### config.mk
export PLATFORM = sky130hd
export DESIGN_NAME = rational_rate_playhead_clock
export DESIGN_NICKNAME = d
export VERILOG_FILES = /design/src/rtl/core/rrpc_pkg.sv /design/src/rtl/core/rational_rate_playhead_clock.sv
export SDC_FILE = /design/constraint.sdc
export NUM_CORES = 2
export LEC_CHECK = 0
export BUFFER_PORTS_ARGS = -buffer_cell sky130_fd_sc_hd__buf_4
export CAP_MARGIN = 20
export CORE_ASPECT_RATIO = 1.5
export CORE_MARGIN = 4
export CORE_UTILIZATION = 45
export DETAILED_ROUTE_END_ITERATION = 7
export PLACE_DENSITY = 0.69
export SLEW_MARGIN = 40
export SYNTH_ARGS = -nofsm -noshare
export SYNTH_HDL_FRONTEND = slang
export SYNTH_SLANG_ARGS = --single-unit
### constraint.sdc
create_clock -name clk -period 23.7 [get_ports clk]
set_clock_uncertainty 0.05 [all_clocks]
set_input_delay 3.555 -clock clk [delete_from_list [all_inputs] [get_ports clk]]
set_output_delay 3.555 -clock clk [all_outputs]
set_load 0.005 [all_outputs]
### src/rtl/core/rrpc_pkg.sv
// Shared types, codes and the control-store program for the rational-rate playhead clock.
// No dependencies; used by rational_rate_playhead_clock.
package rrpc_pkg;

  localparam int RATE_WIDTH_DEF = 16;
  localparam int TIME_W         = 32;
  localparam int RATE_FIELD_W   = 16;

  // command opcodes
  localparam logic [2:0] OP_TICK    = 3'd0;
  localparam logic [2:0] OP_PAUSE   = 3'd1;
  localparam logic [2:0] OP_RESTART = 3'd2;
  localparam logic [2:0] OP_SEEK    = 3'd3;
  localparam logic [2:0] OP_SPEED   = 3'd4;

  // result status codes
  localparam logic [1:0] ST_NONE    = 2'd0;
  localparam logic [1:0] ST_CHANGED = 2'd1;
  localparam logic [1:0] ST_DONE    = 2'd2;

  typedef struct packed {
    logic [2:0]              opcode;
    logic [TIME_W-1:0]       now;
    logic                    pause_flag;
    logic [TIME_W-1:0]       seek_ms;
    logic [RATE_FIELD_W-1:0] rate_num;
    logic [RATE_FIELD_W-1:0] rate_den;
  } cmd_t;

  typedef struct packed {
    logic [1:0]        status;
    logic [TIME_W-1:0] playhead_out;
    logic              is_paused;
    logic              is_completed;
  } res_t;

  // datapath micro-operations
  localparam logic [2:0] UOP_NONE      = 3'd0;
  localparam logic [2:0] UOP_SIMPLE    = 3'd1;
  localparam logic [2:0] UOP_TICK_PRE  = 3'd2;
  localparam logic [2:0] UOP_MUL       = 3'd3;
  localparam logic [2:0] UOP_ADD       = 3'd4;
  localparam logic [2:0] UOP_DIV       = 3'd5;
  localparam logic [2:0] UOP_TICK_POST = 3'd6;
  localparam logic [2:0] UOP_EMIT      = 3'd7;

  // jump conditions
  localparam logic [2:0] C_NEXT     = 3'd0;
  localparam logic [2:0] C_ALWAYS   = 3'd1;
  localparam logic [2:0] C_NO_ITEM  = 3'd2;
  localparam logic [2:0] C_IS_TICK  = 3'd3;
  localparam logic [2:0] C_SKIP     = 3'd4;
  localparam logic [2:0] C_DIV_MORE = 3'd5;
  localparam logic [2:0] C_OUT_BUSY = 3'd6;

  // step addresses
  localparam int         UC_DEPTH    = 10;
  localparam logic [3:0] UC_IDLE     = 4'd0;
  localparam logic [3:0] UC_DISPATCH = 4'd1;
  localparam logic [3:0] UC_SIMPLE   = 4'd2;
  localparam logic [3:0] UC_PRE      = 4'd3;
  localparam logic [3:0] UC_MUL      = 4'd4;
  localparam logic [3:0] UC_ADD      = 4'd5;
  localparam logic [3:0] UC_DIV      = 4'd6;
  localparam logic [3:0] UC_POST     = 4'd7;
  localparam logic [3:0] UC_EMIT     = 4'd8;
  localparam logic [3:0] UC_RET      = 4'd9;

  typedef struct packed {
    logic [2:0] uop;
    logic [2:0] cond;
    logic [3:0] target;
  } ucw_t;

  localparam ucw_t UCODE [UC_DEPTH] = '{
    '{UOP_NONE,      C_NO_ITEM,  UC_IDLE},
    '{UOP_NONE,      C_IS_TICK,  UC_PRE},
    '{UOP_SIMPLE,    C_ALWAYS,   UC_EMIT},
    '{UOP_TICK_PRE,  C_NEXT,     UC_IDLE},
    '{UOP_MUL,       C_SKIP,     UC_EMIT},
    '{UOP_ADD,       C_NEXT,     UC_IDLE},
    '{UOP_DIV,       C_DIV_MORE, UC_DIV},
    '{UOP_TICK_POST, C_NEXT,     UC_IDLE},
    '{UOP_EMIT,      C_OUT_BUSY, UC_EMIT},
    '{UOP_NONE,      C_ALWAYS,   UC_IDLE}
  };

endpackage

### src/rtl/core/rational_rate_playhead_clock.sv
// Playback clock top level: microcoded sequencer, datapath and output register.
// Depends on rrpc_pkg for payload types, codes and the control-store program.
//
// One command is taken at a time. Pause, restart, seek, set speed and unused opcodes
// go from the simple step straight to emit; a tick that ends early (zero duration,
// paused, no elapsed time, already at the end) skips from its multiply step to emit;
// a full tick runs add, divide and post before emit, using the restoring divider,
// which yields one quotient bit per cycle over the 32 + RATE_WIDTH bit scaled time.
// The result sits in an output register, so the next command is accepted while it
// waits; a later command stalls only at its emit step if that register is still full.
module rational_rate_playhead_clock #(
  parameter int RATE_WIDTH = rrpc_pkg::RATE_WIDTH_DEF
) (
  input  logic                        clk,
  input  logic                        rst,
  input  logic                        in_valid,
  output logic                        in_stall,
  input  rrpc_pkg::cmd_t              in_data,
  output logic                        out_valid,
  input  logic                        out_stall,
  output rrpc_pkg::res_t              out_data,
  input  logic                        cfg_we,
  input  logic [rrpc_pkg::TIME_W-1:0] cfg_data
);

  localparam int TW    = rrpc_pkg::TIME_W;
  localparam int SW    = TW + RATE_WIDTH;
  localparam int CNT_W = $clog2(SW);

  // sequencer
  logic [3:0]     upc;
  logic [3:0]     upc_next;
  rrpc_pkg::ucw_t ucw;
  logic           take_jump;

  // state
  logic [TW-1:0]         duration;
  logic [TW-1:0]         playhead;
  logic [RATE_WIDTH-1:0] carry;
  logic [TW-1:0]         last_time;
  logic                  paused;
  logic                  completed;
  logic [RATE_WIDTH-1:0] speed_num;
  logic [RATE_WIDTH-1:0] speed_den;

  // working registers
  rrpc_pkg::cmd_t        cmd;
  logic [1:0]            status;
  logic                  skip;
  logic [TW-1:0]         elapsed;
  logic [SW-1:0]         quo;
  logic [RATE_WIDTH-1:0] rem;
  logic [CNT_W-1:0]      cnt;

  // datapath combinational terms
  logic [TW-1:0]         elapsed_now;
  logic [RATE_WIDTH:0]   trial;
  logic                  trial_ge;
  logic [TW-1:0]         room;
  logic                  adv_fin;
  logic [TW-1:0]         target_cl;
  logic [RATE_WIDTH-1:0] num_in;
  logic [RATE_WIDTH-1:0] den_in;
  logic                  restart_chg;
  logic                  seek_chg;

  assign ucw      = rrpc_pkg::UCODE[upc];
  assign in_stall = (upc != rrpc_pkg::UC_IDLE);

  always_comb begin
    unique case (ucw.cond)
      rrpc_pkg::C_NEXT:     take_jump = 1'b0;
      rrpc_pkg::C_ALWAYS:   take_jump = 1'b1;
      rrpc_pkg::C_NO_ITEM:  take_jump = !in_valid;
      rrpc_pkg::C_IS_TICK:  take_jump = (cmd.opcode == rrpc_pkg::OP_TICK);
      rrpc_pkg::C_SKIP:     take_jump = skip;
      rrpc_pkg::C_DIV_MORE: take_jump = (cnt != '0);
      rrpc_pkg::C_OUT_BUSY: take_jump = out_valid && out_stall;
      default:              take_jump = 1'b0;
    endcase
    upc_next = take_jump ? ucw.target : upc + 4'd1;
  end

  assign elapsed_now = cmd.now - last_time;
  assign trial       = {rem, quo[SW-1]};
  assign trial_ge    = (trial >= {1'b0, speed_den});
  assign room        = duration - playhead;
  assign adv_fin     = (quo >= SW'(room));
  assign target_cl   = (cmd.seek_ms < duration) ? cmd.seek_ms : duration;
  assign num_in      = RATE_WIDTH'(cmd.rate_num);
  assign den_in      = RATE_WIDTH'(cmd.rate_den);
  assign restart_chg = (playhead != '0) || (carry != '0) || paused || completed;
  assign seek_chg    = (target_cl != playhead) || !paused || completed || (carry != '0);

  always_ff @(posedge clk) begin
    if (rst) begin
      upc       <= rrpc_pkg::UC_IDLE;
      out_valid <= 1'b0;
      duration  <= '0;
      playhead  <= '0;
      carry     <= '0;
      last_time <= '0;
      paused    <= 1'b0;
      completed <= 1'b0;
      speed_num <= RATE_WIDTH'(1);
      speed_den <= RATE_WIDTH'(1);
      skip      <= 1'b0;
    end else begin
      upc <= upc_next;
      if (cfg_we) begin
        duration <= cfg_data;
      end
      if (out_valid && !out_stall) begin
        out_valid <= 1'b0;
      end
      if (upc == rrpc_pkg::UC_IDLE && in_valid) begin
        cmd <= in_data;
      end

      unique case (ucw.uop)
        rrpc_pkg::UOP_NONE: begin
        end
        rrpc_pkg::UOP_SIMPLE: begin
          status <= rrpc_pkg::ST_NONE;
          unique case (cmd.opcode)
            rrpc_pkg::OP_PAUSE: begin
              if (!(paused == cmd.pause_flag || (completed && !cmd.pause_flag))) begin
                paused    <= cmd.pause_flag;
                last_time <= cmd.now;
                carry     <= '0;
                status    <= rrpc_pkg::ST_CHANGED;
              end
            end
            rrpc_pkg::OP_RESTART: begin
              playhead  <= '0;
              carry     <= '0;
              paused    <= 1'b0;
              completed <= 1'b0;
              last_time <= cmd.now;
              status    <= restart_chg ? rrpc_pkg::ST_CHANGED : rrpc_pkg::ST_NONE;
            end
            rrpc_pkg::OP_SEEK: begin
              if (duration != '0) begin
                playhead  <= target_cl;
                last_time <= cmd.now;
                carry     <= '0;
                paused    <= 1'b1;
                completed <= (target_cl == duration);
                status    <= seek_chg ? rrpc_pkg::ST_CHANGED : rrpc_pkg::ST_NONE;
              end
            end
            rrpc_pkg::OP_SPEED: begin
              if (num_in != '0 && den_in != '0 &&
                  !(num_in == speed_num && den_in == speed_den)) begin
                speed_num <= num_in;
                speed_den <= den_in;
                last_time <= cmd.now;
                carry     <= '0;
                status    <= rrpc_pkg::ST_CHANGED;
              end
            end
            default: begin
            end
          endcase
        end
        rrpc_pkg::UOP_TICK_PRE: begin
          status <= rrpc_pkg::ST_NONE;
          skip   <= 1'b1;
          if (duration != '0) begin
            elapsed   <= elapsed_now;
            last_time <= cmd.now;
            if (paused || completed || elapsed_now == '0 || speed_den == '0) begin
              skip <= 1'b1;
            end else if (playhead >= duration) begin
              playhead  <= duration;
              carry     <= '0;
              paused    <= 1'b1;
              completed <= 1'b1;
              status    <= rrpc_pkg::ST_DONE;
            end else begin
              skip <= 1'b0;
            end
          end
        end
        rrpc_pkg::UOP_MUL: begin
          quo <= SW'(elapsed * speed_num);
        end
        rrpc_pkg::UOP_ADD: begin
          quo <= quo + SW'(carry);
          rem <= '0;
          cnt <= CNT_W'(SW - 1);
        end
        rrpc_pkg::UOP_DIV: begin
          // restoring step: remainder stays below the divisor
          rem <= trial_ge ? RATE_WIDTH'(trial - {1'b0, speed_den}) : trial[RATE_WIDTH-1:0];
          quo <= {quo[SW-2:0], trial_ge};
          cnt <= cnt - CNT_W'(1);
        end
        rrpc_pkg::UOP_TICK_POST: begin
          if (adv_fin) begin
            playhead  <= duration;
            carry     <= '0;
            paused    <= 1'b1;
            completed <= 1'b1;
            status    <= rrpc_pkg::ST_DONE;
          end else if (quo == '0) begin
            carry  <= rem;
            status <= rrpc_pkg::ST_NONE;
          end else begin
            playhead <= playhead + quo[TW-1:0];
            carry    <= rem;
            status   <= rrpc_pkg::ST_CHANGED;
          end
        end
        rrpc_pkg::UOP_EMIT: begin
          if (!(out_valid && out_stall)) begin
            out_valid             <= 1'b1;
            out_data.status       <= status;
            out_data.playhead_out <= playhead;
            out_data.is_paused    <= paused;
            out_data.is_completed <= completed;
          end
        end
        default: begin
        end
      endcase
    end
  end

  a_accept_dispatch: assert property (@(posedge clk) disable iff (rst)
    (in_valid && !in_stall) |=> (upc == rrpc_pkg::UC_DISPATCH))
    else $error("accepted item did not reach dispatch");

  a_completed_paused: assert property (@(posedge clk) disable iff (rst)
    completed |-> paused)
    else $error("completed clock not paused");

  a_carry_below_den: assert property (@(posedge clk) disable iff (rst)
    carry < speed_den)
    else $error("carried remainder not below denominator");

  a_result_from_emit: assert property (@(posedge clk) disable iff (rst)
    $rose(out_valid) |-> ($past(upc) == rrpc_pkg::UC_EMIT))
    else $error("result raised outside emit step");

endmodule

# Yosys cells after proc, flatten, opt, wreduce, memory -nomap -nowiden
# Memories as Yosys holds them, arrays and structs flattened.
# Cells that the tools add are included.
dict set report classes {
  n_addsub 7
  n_mul 1
  order_cmp 5
  n_eq_ne 33
  mux 60
  bitwise_logic 3
  n_reduce_logical 50
}
# operator count
set op_table {}
lappend op_table {{32-bit 2-to-1 mux} 10}
lappend op_table {{48-bit one-hot mux with 3 select lines} 1}
lappend op_table {{16-bit 2-to-1 mux} 8}
lappend op_table {{32-bit one-hot mux with 2 select lines} 2}
lappend op_table {{32-bit one-hot mux with 4 select lines} 1}
lappend op_table {{32-bit one-hot mux with 3 select lines} 1}
lappend op_table {{16-bit one-hot mux with 4 select lines} 1}
lappend op_table {{32-bit nonzero test} 2}
lappend op_table {{32-bit subtractor} 2}
lappend op_table {{48-bit by 16-bit adder with 48-bit output} 1}
lappend op_table {{48-bit by 32-bit greater-or-equal comparator with 1-bit output} 1}
lappend op_table {{48-bit zero test} 1}
lappend op_table {{32-bit by 16-bit multiplier with 48-bit output} 1}
lappend op_table {{16-bit one-hot mux with 3 select lines} 1}
lappend op_table {{16-bit nonzero test} 3}
lappend op_table {{32-bit adder} 1}
lappend op_table {{16-bit equality test} 2}
lappend op_table {{32-bit equality test} 1}
lappend op_table {{32-bit greater-or-equal comparator} 1}
lappend op_table {{32-bit zero test} 1}
lappend op_table {{32-bit less-than comparator} 1}
lappend op_table {{32-bit inequality test} 1}
lappend op_table {{16-bit one-hot mux with 2 select lines} 1}
lappend op_table {{3-bit equality test, second input constant} 8}
lappend op_table {{other kinds (40)} 106}
dict set report totals {
  register_bits 392
  mem_bits_ro 160
  inputBits 137
  out_inout_bits 38
  mem_count 1
}
# name words width read_ports rd_clocked_by_memory_dff write_ports line
set mem_list {}
lappend mem_list {{(name not given)} 16 10 1 0 0 rational_rate_playhead_clock.sv:67} ;# assign ucw = rrpc_pkg::UCODE[upc];

# Depth between registers and ports, before layout
dict set report logic_depth {
  ltp_word 10
  ltp_mapped 30
  depth_no_buf 27
}

# Worst setup path before layout
# Ideal clock, no wire load.
dict set report synth_path {
  path_kind {in2reg}
  start {in rst}
  end {reg cmd[32] in the netlist's numbering (enable)}
  setup_ns 0.702
  arrival_ns 11.265
  required_time_ns 22.948
  path_slack_ns 11.683
  stages 3
  path_cell_list {clkbuf_1 -> clkbuf_1 -> nor3b_1}
}
dict set report synth_between {
  elab_chain_len 2
}
# item line
set synth_rtl {}
lappend synth_rtl {{from (decl)} rational_rate_playhead_clock.sv:15} ;# input logic rst,
lappend synth_rtl {{1-bit inverter (no source line)} --}
lappend synth_rtl {{2-bit AND reduction (no source line)} --}
lappend synth_rtl {{to (signal assigned)} rational_rate_playhead_clock.sv:117} ;# cmd <= in_data;
lappend synth_rtl {{to (decl)} rational_rate_playhead_clock.sv:47} ;# rrpc_pkg::cmd_t cmd;
# Every way passes these cells.
# A chain may end at the register's enable or synchronous reset.

# Final worst setup path
dict set report layout_path {
  start {reg speed_num[7]}
  end {reg quo[47], data pin}
}
dict set report layout_between {
  elab_chain_len 2
}
# item line
set layout_rtl {}
lappend layout_rtl {{from (decl)} rational_rate_playhead_clock.sv:43} ;# logic [RATE_WIDTH-1:0] speed_num;
lappend layout_rtl {{from (signal assigned)} rational_rate_playhead_clock.sv:155} ;# speed_num <= num_in;
lappend layout_rtl {{32-bit by 16-bit multiplier with 48-bit output} rational_rate_playhead_clock.sv:186} ;# quo <= SW'(elapsed * speed_num);
lappend layout_rtl {{48-bit one-hot mux with 3 select lines} rational_rate_playhead_clock.sv:120} ;# unique case (ucw.uop)
lappend layout_rtl {{to (signal assigned)} rational_rate_playhead_clock.sv:186}
lappend layout_rtl {{to (signal assigned)} rational_rate_playhead_clock.sv:189} ;# quo <= quo + SW'(carry);
lappend layout_rtl {{to (signal assigned)} rational_rate_playhead_clock.sv:196} ;# quo <= {quo[SW-2:0], trial_ge};
lappend layout_rtl {{to (decl)} rational_rate_playhead_clock.sv:51} ;# logic [SW-1:0] quo;
# Every way passes these cells.

==> out/results.ini <==
[status]
status = complete, no violations

[timing]
layout_min_cycle_time_ns = 7.723
fmax_ghz = 0.1295
fin_ws_ns = 15.98
tns_ns = 0
hold_violations = 0
setup_viol = 0
period_share = 0.3259
worstMarginPinSlew_ns = 0.9269
timing.final.max_slew_violations = 0
slew_headroom = 0.3740
rsz0062_at_grt = no

[global_route]
grt_antenna_before_repair = 1
globalRouteTotalUtil = 0.2540
grt_pass1_vias = 36140
overflow = 0
grt_pass1_wl_mm = 198.4
grt_max_degree = 77

[clock_network]
cts_hold_buf = 0
postCtsSetupRepairBufs = 0
htree_num_levels = 2
clockBufferDepth = 3
clock_sinks = 392
post_cts_resize_count = 0
cts_buffers = 45
clockRootBuffer = clkbuf_16
cts_tree = built
clock_latency_ns = 0.61
clkTransAtPathRegs_ns = 0.06

[die]
die_w_microns = 256.7
fp.dieH_microns = 381.0
core_area_sq_um = 91890
rows = 136
initial_core_util = 0.4543
ioPinCount = 175
dieArea_sq_um = 97810

[logic_synthesis]
synth_cells = 4586
syn_area_per_cell_sq_um = 9.104
synth_area_leader_cell = fa_1
seq_area_frac_synth = 0.2455
synth_area_sq_um = 41750
ys_top_cells_by_area = fa_1 (20%), edfxtp_1 (17%), ha_1 (9.4%)
ys_ff_latch = 392
synth_edf_count = 240
synth-main-ff-cell = edfxtp_1
synth_top_area_frac = 0.2028
yosysWarnings = 0
synthArstFlopShare = 0
synth.distinct_cells = 89
syn_nets = 5460

[route]
wl_per_cell_microns = 21.54
vias = 34150
viasPerCell = 5.842
antenna_left = 0
drc_errors = 0
routed_wl_mm = 125.9
first_pass_iters = 5
drt_iter0_markers = 2490

[worst_setup_path]
start_kind = flip-flop
r2r_slack_ns = 15.98
path_max_fanout = 25
critPathCaptureType = flip-flop
cp.required_ns = 23.99
worstPathArrival_ns = 8.01
crit_type = reg2reg

[finish]
stdcell_count = 5845
drive_gt1_frac = 0.07343
syn_to_final_growth_pct = 9.488
fin_nets = 5508
final_common_cell = inv_1
most-common-layout-cells = inv_1 (608), nand2_1 (479), fa_1 (423), ha_1 (314), nor2_1 (271)

[pwr]
p_leak_nw = 19.73
ir_worst_vdd_v = 0.00008515
cellPowerDensity_nw_per_um2 = 90.57

[min_path]
hold_path_class = reg2reg

[placement]
dp_hpwl_mm = 98.23
gp_congestion = 1.005
dp_slack_ns = 16.08
dp_cells = 5760
port_buffers = 174

[flow_run]
maxCapViolations = 0

[sequential cells by signal (all words and copies together) (netlist names), 16 cells and up]
name	flops
carry	16
cmd	68
den_in	16
duration	32
elapsed	32
last_time	32
num_in	16
out_data	36
playhead	32
quo	48
rem	16
speed_den	16
speed_num	16
[power breakdown]
group	internal [W]	switching [W]	leakage, nW	total [W]
logic	0.000914	0.00140	15.6	0.00231
registers	0.000903	0.000219	3.43	0.00112
clock network	0.000403	0.000302	0.707	0.000704
total	0.00222	0.00192	19.7	0.00414
[cells in the mapped netlist (all sizes together) (29+ instances only)]
cell	instances
a211oi	41
fa	423
nor3	97
inv	608
nand2b	33
a21oi	212
nand2	480
nor2	277
ha	314
o211ai	35
nor4	61
a21o	93
clkbuf	200
o21ai	129
edfxtp	240
mux2i	130
xor2	80
nor2b	29
and2	228
dfxtp	152
xnor2	153
nand3	66
nand4	70
[worst max-delay path: stages (launching register included)]
cell	delay, ns
dfxtp_1	0.53
buf_4	0.39
nand2_1	0.16
fa_1	0.57
inv_1	0.06
fa_1	0.50
inv_1	0.05
fa_1	0.53
inv_1	0.05
fa_1	0.38
fa_1	0.52
inv_1	0.05
fa_1	0.47
inv_1	0.04
ha_1	0.31
a21oi_1	0.34
nand2_1	0.10
a311oi_1	0.53
a211oi_1	0.16
a211o_1	0.37
nand4_1	0.15
a31oi_1	0.19
a311o_1	0.40
a31oi_1	0.20
xnor2_1	0.08
mux2_2	0.26
[metrics by stage]
| step | cell area (sq um) | hold slack [ns] | utilization | total power [W] |
|---|---|---|---|---|
| after floorplan | 41750 | 0.3503 | - | 0.002728 |
| after global placement | 44070 | 0.3598 | 0.4796 | 0.003350 |
| after detailed placement | 44220 | 0.3701 | 0.4813 | 0.003400 |
| after CTS | 45700 | 0.3839 | 0.4973 | 0.004118 |
| after global routing | 45710 | 0.3910 | 0.4974 | 0.004437 |
| final | 45710 | 0.3810 | 0.4975 | 0.004140 |
[routing by layer]
layer	track usage	share of wire	wire (microns)	up-vias
met5	0	0	0	-
met2	0.4589	0.50	63350	1351
met1	0.2765	0.36	45440	16600
met3	0.03331	0.054	6765	507
met4	0.1712	0.082	10330	0
li1	-	-	-	15690
[area by class of cell]
type                    instances  area [sq um]
clock buffers                  62          1241
multi-input cells            3366         28510
fillers                      8582         46180
well taps                    1173          1468
repair buffers                221          1719
flip-flops and latches        392         10250
inverters                     608          2282
diodes                          1         2.502
clock inverters                22         234.0
[worst paths after layout]
check	cells past startpoint	start	to
worst min register to register	0	status[0]	out_data[34]
worst min-delay path	0	status[0]	out_data[34]
worst max-delay path	25	speed_num[7]	quo[47]
worst max register to register	25	speed_num[7]	quo[47]
[cells by family (layout without fill, tap and decap cells)]
logic type / after synthesis / in the layout / share of synthesized area
muxes: 133 / 133 / 0.03198
DFF: 392 / 392 / 0.2455
and+or+nand+nor: 1443 / 1443 / 0.1688
xor gates and xnor gates: 233 / 233 / 0.04888
adders and majority gates: 737 / 737 / 0.2969
AOI/OAI and AO/OA: 820 / 820 / 0.1329
buffers and inverters: 828 / 913 / 0.07501
other: 0 / 1 / 0
Power figures use the tool's default switching activity.
